[src/hw/rtl/key_matrix_debounce_scanner_core_assert.svh]
// ----------------------------------------------------------------------------
// key matrix scanner assertion macros
// concurrent checks clocked on i_clk and disabled while i_rst_n is low
// ----------------------------------------------------------------------------
`ifndef KEY_MATRIX_DEBOUNCE_SCANNER_CORE_ASSERT_SVH
`define KEY_MATRIX_DEBOUNCE_SCANNER_CORE_ASSERT_SVH

// same-cycle implication
`define KMD_ASSERT_NOW(label, ante, cons, msg) \
    label: assert property (@(posedge i_clk) disable iff (!i_rst_n) (ante) |-> (cons)) \
        else $error(msg);

// next-cycle implication
`define KMD_ASSERT_NXT(label, ante, cons, msg) \
    label: assert property (@(posedge i_clk) disable iff (!i_rst_n) (ante) |=> (cons)) \
        else $error(msg);

`endif

[src/hw/rtl/kmd_pkg.sv]
// ----------------------------------------------------------------------------
// kmd_pkg
// shared constants and types of the key matrix debounce scanner
// ----------------------------------------------------------------------------
package kmd_pkg;

    localparam int ROW_COUNT      = 16;
    localparam int COLUMN_COUNT   = 8;
    localparam int READING_W      = 16;
    localparam int COL_IDX_W      = 3;
    localparam int QUERY_W        = 4;
    localparam int DEBOUNCE_W     = 8;
    localparam int ROW_BITS_W     = 8;
    localparam int COUNT_OUT_W    = 8;
    localparam int COUNT_OUT_MAX  = 255;
    localparam int TOTAL_KEYS     = ROW_COUNT * COLUMN_COUNT;
    localparam int COUNT_W        = $clog2(TOTAL_KEYS + 1);
    localparam int ROW_CNT_W      = $clog2(ROW_COUNT + 1);
    localparam int PAD_W          = (COLUMN_COUNT > ROW_BITS_W) ? COLUMN_COUNT : ROW_BITS_W;
    localparam int COUNT_EXT_W    = (COUNT_W > COUNT_OUT_W) ? COUNT_W : COUNT_OUT_W;

    localparam logic [DEBOUNCE_W-1:0] DEBOUNCE_RESET = DEBOUNCE_W'(10);

    typedef logic [COLUMN_COUNT-1:0] t_row;

    typedef struct packed {
        logic fire;
        t_row col_mask;
    } t_lane_ctrl;

    typedef struct packed {
        logic changed;
        logic rise;
        logic fall;
    } t_lane_stat;

endpackage

[src/hw/rtl/kmd_item_if.sv]
// ----------------------------------------------------------------------------
// kmd_in_if / kmd_out_if
// valid/ready channels carrying scan items and results
// ----------------------------------------------------------------------------
interface kmd_in_if;

    logic                             valid;
    logic                             ready;
    logic [kmd_pkg::COL_IDX_W-1:0]    column_index;
    logic [kmd_pkg::READING_W-1:0]    row_readings;
    logic                             scan_end;
    logic [kmd_pkg::QUERY_W-1:0]      query_row;

    modport source (
        output valid, column_index, row_readings, scan_end, query_row,
        input  ready
    );

    modport sink (
        input  valid, column_index, row_readings, scan_end, query_row,
        output ready
    );

endinterface

interface kmd_out_if;

    logic                             valid;
    logic                             ready;
    logic                             settled;
    logic [kmd_pkg::ROW_BITS_W-1:0]   stable_row_bits;
    logic [kmd_pkg::COUNT_OUT_W-1:0]  pressed_count;
    logic                             column_changed;

    modport source (
        output valid, settled, stable_row_bits, pressed_count, column_changed,
        input  ready
    );

    modport sink (
        input  valid, settled, stable_row_bits, pressed_count, column_changed,
        output ready
    );

endinterface

[src/hw/rtl/kmd_lane.sv]
// ----------------------------------------------------------------------------
// kmd_lane
// one matrix row: raw and stable key bits, compare and update of one column
// ----------------------------------------------------------------------------
module kmd_lane (
    input  logic                 i_clk,
    input  logic                 i_rst_n,
    input  kmd_pkg::t_lane_ctrl  i_ctrl,
    input  logic                 i_copy,
    input  logic                 i_now,
    output kmd_pkg::t_lane_stat  o_stat,
    output kmd_pkg::t_row        o_stable_n
);

    kmd_pkg::t_row r_raw;
    kmd_pkg::t_row r_stable;
    kmd_pkg::t_row n_raw;
    logic          was;
    logic          hit;

    always_comb begin
        hit            = |i_ctrl.col_mask;
        was            = |(r_raw & i_ctrl.col_mask);
        o_stat.changed = hit && (i_now != was);
        o_stat.rise    = o_stat.changed && i_now;
        o_stat.fall    = o_stat.changed && !i_now;
        n_raw          = i_now ? (r_raw | i_ctrl.col_mask) : (r_raw & ~i_ctrl.col_mask);
    end

    assign o_stable_n = i_copy ? n_raw : r_stable;

    always_ff @(posedge i_clk) begin
        if (!i_rst_n) begin
            r_raw    <= '0;
            r_stable <= '0;
        end else if (i_ctrl.fire) begin
            r_raw    <= n_raw;
            r_stable <= o_stable_n;
        end
    end

endmodule

[src/hw/rtl/kmd_merge.sv]
// ----------------------------------------------------------------------------
// kmd_merge
// combines lane results: change flag, settle counter, key counts
// ----------------------------------------------------------------------------
`include "key_matrix_debounce_scanner_core_assert.svh"

module kmd_merge (
    input  logic                                i_clk,
    input  logic                                i_rst_n,
    input  logic                                i_cfg_we,
    input  logic [kmd_pkg::DEBOUNCE_W-1:0]      i_cfg_wdata,
    input  logic                                i_fire,
    input  logic                                i_scan_end,
    input  kmd_pkg::t_lane_stat                 i_stat [kmd_pkg::ROW_COUNT],
    output logic                                o_copy,
    output logic                                o_changed,
    output logic                                o_settled_n,
    output logic [kmd_pkg::COUNT_W-1:0]         o_count_n
);

    logic [kmd_pkg::DEBOUNCE_W-1:0] r_debounce;
    logic [kmd_pkg::DEBOUNCE_W-1:0] r_cnt;
    logic [kmd_pkg::DEBOUNCE_W-1:0] n_cnt;
    logic [kmd_pkg::COUNT_W-1:0]    r_raw_count;
    logic [kmd_pkg::COUNT_W-1:0]    n_raw_count;
    logic [kmd_pkg::COUNT_W-1:0]    r_stable_count;
    logic [kmd_pkg::DEBOUNCE_W-1:0] cnt_load;
    logic [kmd_pkg::ROW_COUNT-1:0]  changed_vec;
    logic [kmd_pkg::ROW_COUNT-1:0]  rise_vec;
    logic [kmd_pkg::ROW_COUNT-1:0]  fall_vec;
    logic [kmd_pkg::ROW_CNT_W-1:0]  ups;
    logic [kmd_pkg::ROW_CNT_W-1:0]  downs;
    logic                           dec;

    always_comb begin
        for (int r = 0; r < kmd_pkg::ROW_COUNT; r++) begin
            changed_vec[r] = i_stat[r].changed;
            rise_vec[r]    = i_stat[r].rise;
            fall_vec[r]    = i_stat[r].fall;
        end
        o_changed   = |changed_vec;
        ups         = kmd_pkg::ROW_CNT_W'($countones(rise_vec));
        downs       = kmd_pkg::ROW_CNT_W'($countones(fall_vec));
        n_raw_count = r_raw_count + kmd_pkg::COUNT_W'(ups) - kmd_pkg::COUNT_W'(downs);

        if (o_changed) begin
            cnt_load = (r_debounce == '0) ? kmd_pkg::DEBOUNCE_W'(1) : r_debounce;
        end else begin
            cnt_load = r_cnt;
        end
        dec         = i_scan_end && (cnt_load != '0);
        n_cnt       = dec ? (cnt_load - kmd_pkg::DEBOUNCE_W'(1)) : cnt_load;
        o_copy      = dec && (cnt_load == kmd_pkg::DEBOUNCE_W'(1));
        o_settled_n = (n_cnt == '0);
        o_count_n   = o_copy ? n_raw_count : r_stable_count;
    end

    always_ff @(posedge i_clk) begin
        if (!i_rst_n) begin
            r_debounce     <= kmd_pkg::DEBOUNCE_RESET;
            r_cnt          <= kmd_pkg::DEBOUNCE_RESET;
            r_raw_count    <= '0;
            r_stable_count <= '0;
        end else begin
            if (i_cfg_we) begin
                r_debounce <= i_cfg_wdata;
            end
            if (i_fire) begin
                r_cnt          <= n_cnt;
                r_raw_count    <= n_raw_count;
                r_stable_count <= o_count_n;
            end
        end
    end

    `KMD_ASSERT_NXT(a_reload_nonzero, i_fire && o_changed && !i_scan_end, r_cnt != '0, "change without scan end left counter at zero")
    `KMD_ASSERT_NOW(a_settled_counts, r_cnt == '0, r_stable_count == r_raw_count, "settled but stable count differs from raw count")
    `KMD_ASSERT_NOW(a_count_bound, 1'b1, r_raw_count <= kmd_pkg::COUNT_W'(kmd_pkg::TOTAL_KEYS), "raw key count above matrix size")

endmodule

[src/hw/rtl/key_matrix_debounce_scanner_core.sv]
// ----------------------------------------------------------------------------
// key_matrix_debounce_scanner_core
// key matrix scanner with global debounce, one lane per matrix row
// ----------------------------------------------------------------------------
// i_item carries one column reading: column index, row bits, scan end flag
// and the row to report. o_result carries settled flag, stable bits of the
// queried row, stable key count and the column change flag.
// i_cfg_we / i_cfg_wdata write the debounce length, taken by later reloads.
// every row lane compares and updates its bit of the column in the accept
// cycle, the merge stage updates the settle counter and key counts, and the
// result is captured in an output register on the edge that accepts the item.
// throughput is one item per cycle while the output register is empty or
// being taken, set by the lane update and counter step.
// reset clears both matrices and counts, loads debounce length and counter
// with 10 and empties the output register.
// when the receiver stalls, the result is held and i_item.ready drops only
// while the output register is full and not taken.
// ----------------------------------------------------------------------------
module key_matrix_debounce_scanner_core (
    input  logic                            i_clk,
    input  logic                            i_rst_n,
    input  logic                            i_cfg_we,
    input  logic [kmd_pkg::DEBOUNCE_W-1:0]  i_cfg_wdata,
    kmd_in_if.sink                          i_item,
    kmd_out_if.source                       o_result
);

    logic                               fire;
    logic                               copy;
    logic                               changed;
    logic                               settled_n;
    logic [kmd_pkg::COUNT_W-1:0]        count_n;
    logic [kmd_pkg::COUNT_EXT_W-1:0]    count_ext;
    logic [kmd_pkg::READING_W-1:0]      readings;
    kmd_pkg::t_row                      col_mask;
    kmd_pkg::t_lane_ctrl                lane_ctrl;
    kmd_pkg::t_lane_stat                stat [kmd_pkg::ROW_COUNT];
    kmd_pkg::t_row                      stable_n [kmd_pkg::ROW_COUNT];
    kmd_pkg::t_row                      query_bits;
    logic [kmd_pkg::PAD_W-1:0]          query_pad;

    logic                               r_out_valid;
    logic                               r_settled;
    logic [kmd_pkg::ROW_BITS_W-1:0]     r_row_bits;
    logic [kmd_pkg::COUNT_OUT_W-1:0]    r_pressed;
    logic                               r_changed;

    assign i_item.ready = !r_out_valid || o_result.ready;
    assign fire         = i_item.valid && i_item.ready;
    assign readings     = i_item.row_readings;

    always_comb begin
        for (int c = 0; c < kmd_pkg::COLUMN_COUNT; c++) begin
            col_mask[c] = (int'(i_item.column_index) == c);
        end
        lane_ctrl.fire     = fire;
        lane_ctrl.col_mask = col_mask;
    end

    for (genvar r = 0; r < kmd_pkg::ROW_COUNT; r++) begin : g_lane
        logic now_bit;
        if (r < kmd_pkg::READING_W) begin : g_read
            assign now_bit = readings[r];
        end else begin : g_zero
            assign now_bit = 1'b0;
        end
        kmd_lane u_lane (
            .i_clk      (i_clk),
            .i_rst_n    (i_rst_n),
            .i_ctrl     (lane_ctrl),
            .i_copy     (copy),
            .i_now      (now_bit),
            .o_stat     (stat[r]),
            .o_stable_n (stable_n[r])
        );
    end

    kmd_merge u_merge (
        .i_clk       (i_clk),
        .i_rst_n     (i_rst_n),
        .i_cfg_we    (i_cfg_we),
        .i_cfg_wdata (i_cfg_wdata),
        .i_fire      (fire),
        .i_scan_end  (i_item.scan_end),
        .i_stat      (stat),
        .o_copy      (copy),
        .o_changed   (changed),
        .o_settled_n (settled_n),
        .o_count_n   (count_n)
    );

    always_comb begin
        query_bits = '0;
        for (int r = 0; r < kmd_pkg::ROW_COUNT; r++) begin
            if (int'(i_item.query_row) == r) begin
                query_bits = stable_n[r];
            end
        end
        query_pad = kmd_pkg::PAD_W'(query_bits);
        count_ext = kmd_pkg::COUNT_EXT_W'(count_n);
    end

    always_ff @(posedge i_clk) begin
        if (!i_rst_n) begin
            r_out_valid <= 1'b0;
        end else if (fire) begin
            r_out_valid <= 1'b1;
        end else if (o_result.ready) begin
            r_out_valid <= 1'b0;
        end
    end

    always_ff @(posedge i_clk) begin
        if (fire) begin
            r_settled  <= settled_n;
            r_row_bits <= query_pad[kmd_pkg::ROW_BITS_W-1:0];
            r_changed  <= changed;
            if (count_ext > kmd_pkg::COUNT_EXT_W'(kmd_pkg::COUNT_OUT_MAX)) begin
                r_pressed <= kmd_pkg::COUNT_OUT_W'(kmd_pkg::COUNT_OUT_MAX);
            end else begin
                r_pressed <= count_ext[kmd_pkg::COUNT_OUT_W-1:0];
            end
        end
    end

    assign o_result.valid           = r_out_valid;
    assign o_result.settled         = r_settled;
    assign o_result.stable_row_bits = r_row_bits;
    assign o_result.pressed_count   = r_pressed;
    assign o_result.column_changed  = r_changed;

endmodule
[src/flat_wrapper.sv]
// flat-port wrapper written by rule: the top's interface ports become plain ports
module key_matrix_debounce_scanner_core_flat 
  (i_clk, i_rst_n, i_cfg_we, i_cfg_wdata, i_item_valid, i_item_column_index, i_item_row_readings, i_item_scan_end, i_item_query_row, i_item_ready, o_result_valid, o_result_settled, o_result_stable_row_bits, o_result_pressed_count, o_result_column_changed, o_result_ready);
  kmd_in_if i_item_i ();
  kmd_out_if o_result_i ();
  input  logic i_clk;
  input  logic i_rst_n;
  input  logic i_cfg_we;
  input  logic [kmd_pkg::DEBOUNCE_W-1:0] i_cfg_wdata;
  input wire logic [$bits(i_item_i.valid)-1:0] i_item_valid;
  input wire logic [$bits(i_item_i.column_index)-1:0] i_item_column_index;
  input wire logic [$bits(i_item_i.row_readings)-1:0] i_item_row_readings;
  input wire logic [$bits(i_item_i.scan_end)-1:0] i_item_scan_end;
  input wire logic [$bits(i_item_i.query_row)-1:0] i_item_query_row;
  output wire logic [$bits(i_item_i.ready)-1:0] i_item_ready;
  output wire logic [$bits(o_result_i.valid)-1:0] o_result_valid;
  output wire logic [$bits(o_result_i.settled)-1:0] o_result_settled;
  output wire logic [$bits(o_result_i.stable_row_bits)-1:0] o_result_stable_row_bits;
  output wire logic [$bits(o_result_i.pressed_count)-1:0] o_result_pressed_count;
  output wire logic [$bits(o_result_i.column_changed)-1:0] o_result_column_changed;
  input wire logic [$bits(o_result_i.ready)-1:0] o_result_ready;
  assign i_item_i.valid = i_item_valid;
  assign i_item_i.column_index = i_item_column_index;
  assign i_item_i.row_readings = i_item_row_readings;
  assign i_item_i.scan_end = i_item_scan_end;
  assign i_item_i.query_row = i_item_query_row;
  assign i_item_ready = i_item_i.ready;
  assign o_result_valid = o_result_i.valid;
  assign o_result_settled = o_result_i.settled;
  assign o_result_stable_row_bits = o_result_i.stable_row_bits;
  assign o_result_pressed_count = o_result_i.pressed_count;
  assign o_result_column_changed = o_result_i.column_changed;
  assign o_result_i.ready = o_result_ready;
  key_matrix_debounce_scanner_core u_core (.i_clk(i_clk), .i_rst_n(i_rst_n), .i_cfg_we(i_cfg_we), .i_cfg_wdata(i_cfg_wdata), .i_item(i_item_i), .o_result(o_result_i));
endmodule
[config.mk]
export PLATFORM = sky130hd
export DESIGN_NAME = key_matrix_debounce_scanner_core_flat
export DESIGN_NICKNAME = d
export VERILOG_FILES = /design/src/hw/rtl/kmd_pkg.sv /design/src/hw/rtl/kmd_item_if.sv /design/src/hw/rtl/kmd_lane.sv /design/src/hw/rtl/kmd_merge.sv /design/src/hw/rtl/key_matrix_debounce_scanner_core.sv /design/src/flat_wrapper.sv
export VERILOG_INCLUDE_DIRS = /design/src /design/src/hw/rtl
export SDC_FILE = /design/constraint.sdc
export NUM_CORES = 1
export LEC_CHECK = 0
export CAP_MARGIN = 30
export CORE_MARGIN = 4
export CORE_UTILIZATION = 51
export DETAILED_ROUTE_END_ITERATION = 10
export DONT_BUFFER_PORTS = 1
export GPL_ROUTABILITY_DRIVEN = 0
export PLACE_DENSITY = 0.69
export SYNTH_ARGS = -nofsm -noshare
export SYNTH_HDL_FRONTEND = slang
export SYNTH_SLANG_ARGS = --single-unit
[constraint.sdc]
create_clock -name i_clk -period 7.8 [get_ports i_clk]
set_input_delay 1.56 -clock i_clk [delete_from_list [all_inputs] [get_ports i_clk]]
set_output_delay 1.56 -clock i_clk [all_outputs]
set_load 0.02 [all_outputs]
== Yosys cells after proc, flatten, opt, wreduce, memory -nomap -nowiden ==
Index checks and enable logic that the tools add are counted.
Storage, ports and cells
  register bits: 307
  input port bits: 37
  output and inout bits: 20
  word-level logic and storage cells: 310
Operators by class
  add/sub/neg operators: 33
  order comparisons: 1
  equality and inequality tests: 39
  muxes and demuxes: 54
  bitwise gates (word level): 49
  reductions and logical operators: 93
Operator list (number)
  $mux W8: 52
  $and A8 B8 Y8: 32
  $reduce_or A8 Y1: 17
  $or A8 B8 Y8: 16
  $logic_and A1 B1 Y1: 51
  $add A1 B1 Y2: 16
  $eq A4 B4 Y1 const B: 8
  $add A2 B2 Y3: 8
  $logic_not A1 Y1: 17
  $add A3 B3 Y4: 4
  $eq A4 B3 Y1 const B: 4
  $logic_not A8 Y1: 2
  $ne A1 B1 Y1: 16
  $reduce_or A16 Y1: 1
  $eq A3 B3 Y1 const B: 4
  $add A4 B4 Y5: 2
  $add A8 B5 Y8: 1
  $eq A4 B2 Y1 const B: 2
  $eq A8 B1 Y1 const B: 1
  $gt A8 B8 Y1 const B: 1
  $not A8 Y8: 1
  $reduce_bool A8 Y1: 1
  $sub A8 B1 Y8 const B: 1
  $sub A8 B5 Y8: 1
  other kinds (8): 10

== Depth between registers and ports, before layout ==
  depth after elaboration: 27
  depth in mapped cells: 27
  depth with buffers taken out: 25

== Modules after synthesis ==
From an unflattened synthesis, not the netlist that was laid out.
Unflattened totals
  cells, all modules: 2204
  area, all modules: 19770.2 sq um
By module, submodules not included
  kmd_lane: instances 16, cells an instance 101, area each 900.9 sq um, seq. area each 320.3 sq um
  kmd_merge: instances 1, cells an instance 342, area each 3301.9 sq um, seq. area each 640.6 sq um
  key_matrix_debounce_scanner_core: instances 1, cells an instance 246, area each 2054.5 sq um, seq. area each 560.5 sq um

== Worst setup path before layout ==
OpenSTA, ideal clock, no wires.
  path type: input to register
  start point: input port i_item_column_index[0]
  end point: register u_core.r_pressed, in the netlist u_core.o_result.pressed_count[7], data pin
  arrival: 7215 ps
  required time: 7528 ps
  path slack: 314 ps
  stages: 24
  path through: buf_4 -> buf_2 -> mux4_2 -> mux2i_1 -> nor2_1 -> fa_1 -> inv_1 -> fa_1 -> fa_1 -> fa_1 -> inv_1 -> fa_1 -> fa_1 -> inv_1 -> ha_1 -> inv_1 -> fa_1 -> inv_1 -> a21oi_1 -> o21bai_1 -> a21o_1 -> a21oi_1 -> xnor2_1 -> o21ai_0
Between the ends
  word-level cells in the longest chain between the ends: 14
  elaborated cells between the ends (all ways): 145
  those cells by class: add/sub: 32; order compare: 1; eq/ne: 24; mux: 2; bitwise: 16; reduce/logical: 70
Ends and longest elaborated chain
  start: declaration: line flat_wrapper.sv:11  | input wire logic [$bits(i_item_i.column_index)-1:0] i_item_column_index;
  $eq A3 B2 Y1 (tied with other cells): line key_matrix_debounce_scanner_core.sv:54  | col_mask[c] = (int'(i_item.column_index) == c);
  $and A8 B8 Y8: line kmd_lane.sv:23  | was = |(r_raw & i_ctrl.col_mask);
  $reduce_or A8 Y1: line kmd_lane.sv:23
  $ne A1 B1 Y1: line kmd_lane.sv:24  | o_stat.changed = hit && (i_now != was);
  $logic_and A1 B1 Y1: line kmd_lane.sv:24
  $logic_and A1 B1 Y1: line kmd_lane.sv:25  | o_stat.rise = o_stat.changed && i_now;
  $add A1 B1 Y2 (implied by the code): line kmd_merge.sv:42  | ups = kmd_pkg::ROW_CNT_W'($countones(rise_vec));
  $add A2 B2 Y3 (implied by the code): line kmd_merge.sv:42
  $add A3 B3 Y4 (implied by the code): line kmd_merge.sv:42
  $add A4 B4 Y5 (implied by the code): line kmd_merge.sv:42
  $add A8 B5 Y8: line kmd_merge.sv:44  | n_raw_count = r_raw_count + kmd_pkg::COUNT_W'(ups) - kmd_pkg::COUNT_W'(downs);
  $sub A8 B5 Y8: line kmd_merge.sv:44
  $mux W8 (*): line kmd_merge.sv:55  | o_count_n = o_copy ? n_raw_count : r_stable_count;
  named net u_core.count_ext (one bit): line key_matrix_debounce_scanner_core.sv:33  | logic [kmd_pkg::COUNT_EXT_W-1:0] count_ext;
  $gt A8 B8 Y1: line key_matrix_debounce_scanner_core.sv:118  | if (count_ext > kmd_pkg::COUNT_EXT_W'(kmd_pkg::COUNT_OUT_MAX)) begin
  end signal: assignment: line key_matrix_debounce_scanner_core.sv:119  | r_pressed <= kmd_pkg::COUNT_OUT_W'(kmd_pkg::COUNT_OUT_MAX);
  end signal: assignment: line key_matrix_debounce_scanner_core.sv:121  | r_pressed <= count_ext[kmd_pkg::COUNT_OUT_W-1:0];
  end: declaration: line key_matrix_debounce_scanner_core.sv:45  | logic [kmd_pkg::COUNT_OUT_W-1:0] r_pressed;
Mark *: on every way through the listed nets, which the timed path passes. The rest lies on a longest branch.
A chain may end at the register's enable or synchronous reset.

== Worst setup path in the final report ==
  start point: input port i_item_column_index[0]
  end point: register u_core.u_merge.r_stable_count[7] (netlist name)
Between the ends
  word-level cells in the longest chain between the ends: 13
  elaborated cells between the ends (all ways): 144
  those cells by class: add/sub: 32; eq/ne: 24; mux: 2; bitwise: 16; reduce/logical: 70
Ends and longest elaborated chain
  $eq A3 B2 Y1 (tied with other cells): line key_matrix_debounce_scanner_core.sv:54
  $and A8 B8 Y8: line kmd_lane.sv:23
  $reduce_or A8 Y1: line kmd_lane.sv:23
  $ne A1 B1 Y1: line kmd_lane.sv:24
  $logic_and A1 B1 Y1: line kmd_lane.sv:24
  $logic_and A1 B1 Y1: line kmd_lane.sv:25
  $add A1 B1 Y2 (implied by the code): line kmd_merge.sv:42
  $add A2 B2 Y3 (implied by the code): line kmd_merge.sv:42
  $add A3 B3 Y4 (implied by the code): line kmd_merge.sv:42
  $add A4 B4 Y5 (implied by the code): line kmd_merge.sv:42
  $add A8 B5 Y8: line kmd_merge.sv:44
  $sub A8 B5 Y8: line kmd_merge.sv:44
  $mux W8 (*): line kmd_merge.sv:55
  named net u_core.count_ext (one bit): line key_matrix_debounce_scanner_core.sv:33
  end signal: assignment: line kmd_merge.sv:71  | r_stable_count <= o_count_n;
  end: declaration: line kmd_merge.sv:26  | logic [kmd_pkg::COUNT_W-1:0] r_stable_count;
Marked as above.

==> flow_summary.toml <==
[run_status]
status = "finished, final reports clean"

[sta]
fin_skew_ps = 29.48
slew_viol_final = 0
finalCritPeriodShare_pct = 90.29
tns_ps = 0
fmax_mhz = 142.0
worst_pin_slew_ps = 1070
period_needed_ps = 7043
maxSlewHeadroom_pct = 28.50
setup_violations = 0
hold_violations = 0
rsz0062_at_grt = "false"

[synthesis]
yosysTopAreaCell = "dfxtp_1"
synth_seq_cells = 307
synthesis.nets = 2225
ys.flop_type = "dfxtp_1"
synthArstFlopShare_pct = 0
ys_warn_count = 0
ys_types = 72
synth_seq_area_share_pct = 36.13
netlist_area_sq_mm = 0.01751
syn_avg_cell_area_sq_um = 8.186
synth_top_area_share_pct = 33.04
synth_edf_count = 18
synth_area_leaders = "dfxtp_1 (33%), mux2i_1 (9.5%), nand2_1 (9.2%)"
synth_cells = 2139

[cts]
cts_inserted_buffers = 36
cts_setup_buffers = 0
hold_buffers = 0
clkSlewWorstSetupHoldPaths_ps = 60
clock-root-buffer = "clkbuf_16"
post_cts_resized = 0
htree_levels = 2
clk_latency_ps = 540
clock_path_buffers = 3
cts_sinks = 307
cts_tree = "done"

[worst_setup_path]
end_kind = "flop"
cp_slowest_cell = "fa_1"
crit_fanout = 29
r2r_cells = 24
arrival_ps = 7490
max_stage_delay_ps = 550
critPathLaunch = "i_item_column_index[0]"
crit_top_cell = "fa_1"
worstPathRequired_ps = 8240
startpoint_type = "primary input"
critical_path_class = "primary input to flop"
reg2reg_to = "u_core.u_merge.r_stable_count[7]$_SDFFE_PN0P_"
cp_cell_sequence = "mux4_2 > mux2i_1 > nand2_1 > fa_1 > fa_1 > fa_1 > inv_1 > fa_1 > fa_1 > inv_1 > fa_1 > inv_1 > ha_1 > inv_1 > fa_1 > inv_1 > a21oi_1 > o21bai_1 > a21o_1 > a21oi_1 > xnor2_1 > o21ai_0 > nor2_1 > nor3_1"
rrSetupSlack_ps = 1460
worstReg2RegStart = "u_core.g_lane[5].u_lane.r_raw[7]$_SDFFE_PN0P_"

[pwr]
ir_worst_vdd_uv = 267.9
power_density_mw_per_mm2 = 244.6
pwr-share-seq_pct = 36.0
intPower_mw = 3.135
clkPwrFrac_pct = 35.6
swShare_pct = 32.47
leakage_nw = 6.668
combPwrFrac_pct = 28.4
p_sw_mw = 1.507

[hold_path]
worstHoldStart = "u_core.g_lane[0].u_lane.r_stable[0]$_SDFFE_PN0P_"
hp-class = "flop to flop"
hold_end = "u_core.g_lane[0].u_lane.r_stable[0]$_SDFFE_PN0P_"
hold_depth = 2

[floorplan]
die_h_microns = 193.3
die_w_microns = 193.3
dieArea_sq_mm = 0.03736
fp-row-count = 67
core_area_sq_mm = 0.03370
start_util_pct = 51.96
io_pins = 57

[finish]
nets = 2141
fillers = 3128
register_area_sq_mm = 0.006326
insertedDiodeCount = 0
layout-drive-gt1-share_pct = 9.318
design_area_sq_mm = 0.01898
synthToLayoutAreaGrowth_pct = 8.389
multiInputGateArea_sq_mm = 0.01015

[global_route]
antenna_found_initial = 1
track_usage_pct = 30.49
gr-total-overflow = 0
grt_pass1_wl_microns = 91050
grt_max_degree = 106
grt_pass1_vias = 15270

[route]
routed_wl_microns = 59940
wl_per_cell_microns = 23.69
postRouteAntennaNets = 0
via_per_inst = 6.450
vias = 16320
first_pass_iters = 7
drc = 0
drtIter0Drc = 2258

[job]
max_cap_violations = 0

[place]
hpwl_microns = 41380
numPortBuffers = 0
placed_area_sq_mm = 0.01782
-- critical path, delay by kind of cell --
family	cells	cell delay (ps)
adders and majority gates	8	3600
muxes	2	800
AOI/OAI and AO/OA	5	660
and+or+nand+nor	3	390
buffers and inverters	5	310
xor gates and xnor gates	1	140
-- synth_stat cells (15+ instances only) --
library cell  number
o22ai_1           23
mux4_2            15
nor2_1           205
mux2i_1          166
nand2_1          430
a22oi_1           20
edfxtp_1          18
nor3_1            31
a21oi_1          204
o21ai_0           22
o211ai_1          19
nor4_1            15
xnor2_1           15
dfxtp_1          289
a211oi_1         142
ha_1              20
mux2_2            42
buf_2             31
fa_1              29
nand3_1           24
buf_1             16
clkbuf_1         111
inv_1             70
-- cell usage in the layout (no fill, tap or decap), types with 8 or more instances in the layout --
master     netlist  layout
nand2_1        430     430
a22oi_1         20      20
ha_1            20      20
clkbuf_1       111      11
a21oi_1        204     204
buf_4           11      44
nor3_1          31      28
and3_1          12      12
mux2_2          42      42
o211ai_1        19      19
nor4_1          15      15
a211oi_1       142     142
mux4_2          15      15
xnor2_1         15      15
clkbuf_16        0      37
edfxtp_1        18      18
and2_1          13      12
inv_1           70      70
o22ai_1         23      23
mux2i_1        166     166
fa_1            29      29
nand3_1         24      24
nand4_1          8       8
a31oi_1          8       8
dfxtp_1        289     289
nor2_1         205     202
o21ai_0         22      22
-- power by group through the flow --
stage                     logic [mW]  clock network (mW)  registers [mW]
after global routing            1.50                1.73            1.67
final                           1.32                1.65            1.67
after detailed placement        1.31                   0            1.70
after floorplan                0.989                   0            1.69
after CTS                       1.32                1.66            1.67
after global placement          1.26                   0            1.70
-- cell families after synthesis --
logic type	Yosys count	share of synthesized area (%)
adders and majority gates	49	4.745
DFF	307	36.13
AOI/OAI and AO/OA	506	18.65
buffers and inverters	249	6.110
xor gates and xnor gates	20	1.000
and+or+nand+nor	780	18.79
muxes	228	14.57
-- state kept, by name, indices dropped and copies added, names as in the netlist --
signal,cells
u_core.g_lane.u_lane.r_raw,128
u_core.g_lane.u_lane.r_stable,128
u_core.o_result.pressed_count,8
u_core.o_result.stable_row_bits,8
u_core.u_merge.r_cnt,8
u_core.u_merge.r_debounce,8
u_core.u_merge.r_raw_count,8
u_core.u_merge.r_stable_count,8
u_core.o_result.column_changed,1
u_core.o_result.settled,1
u_core.o_result.valid,1
-- metrics by stage --
stage / instances / worst slack, ps / util [%] / hold slack, ps / power [mW]
3_5_place_dp: 2464 / 253.8 / 52.89 / 442.7 / 3.014
6_report: 2530 / 757.4 / 56.32 / 448.0 / 4.642
2_1_floorplan: 2139 / 313.6 / - / 428.9 / 2.680
4_1_cts: 2529 / 795.5 / 56.27 / 449.4 / 4.653
5_1_grt: 2530 / 432.3 / 56.32 / 465.2 / 4.904
3_3_place_gp: 2459 / 364.4 / 52.60 / 437.0 / 2.966
-- area by class of cell --
class	count	share of cell area, %
multi-input combinational	1583	53.46
clock inverter	11	0.4747
clock buffer	54	5.531
timing repair buffer	54	2.749
sequential	307	33.33
inverter	73	1.497
tap	448	2.954
-- metal layers --
layer  track usage (%)  routed length, microns  vias to the layer above
met1             41.37                   23550                     7767
met3             6.192                    6567                      212
li1                  -                       -                     7347
met2             47.33                   26650                      993
met4             13.53                    3174                        0
met5                 0                       0                        -
-- worst max-delay path by stage --
| stage | to | slack [ps] | cells after the start |
|---|---|---|---|
| detailed placement | u_core.u_merge.r_stable_count[7]$_SDFFE_PN0P_ | 250 | 24 |
| global route | u_core.u_merge.r_stable_count[7]$_SDFFE_PN0P_ | 430 | 24 |
| CTS | u_core.u_merge.r_stable_count[7]$_SDFFE_PN0P_ | 800 | 24 |
| finish | u_core.u_merge.r_stable_count[7]$_SDFFE_PN0P_ | 760 | 24 |
| global placement | u_core.u_merge.r_stable_count[7]$_SDFFE_PN0P_ | 360 | 24 |
| floorplan | u_core.o_result.pressed_count[7]$_DFFE_PP_ | 310 | 24 |
Note: power is estimated with default switching activity, not from simulation.
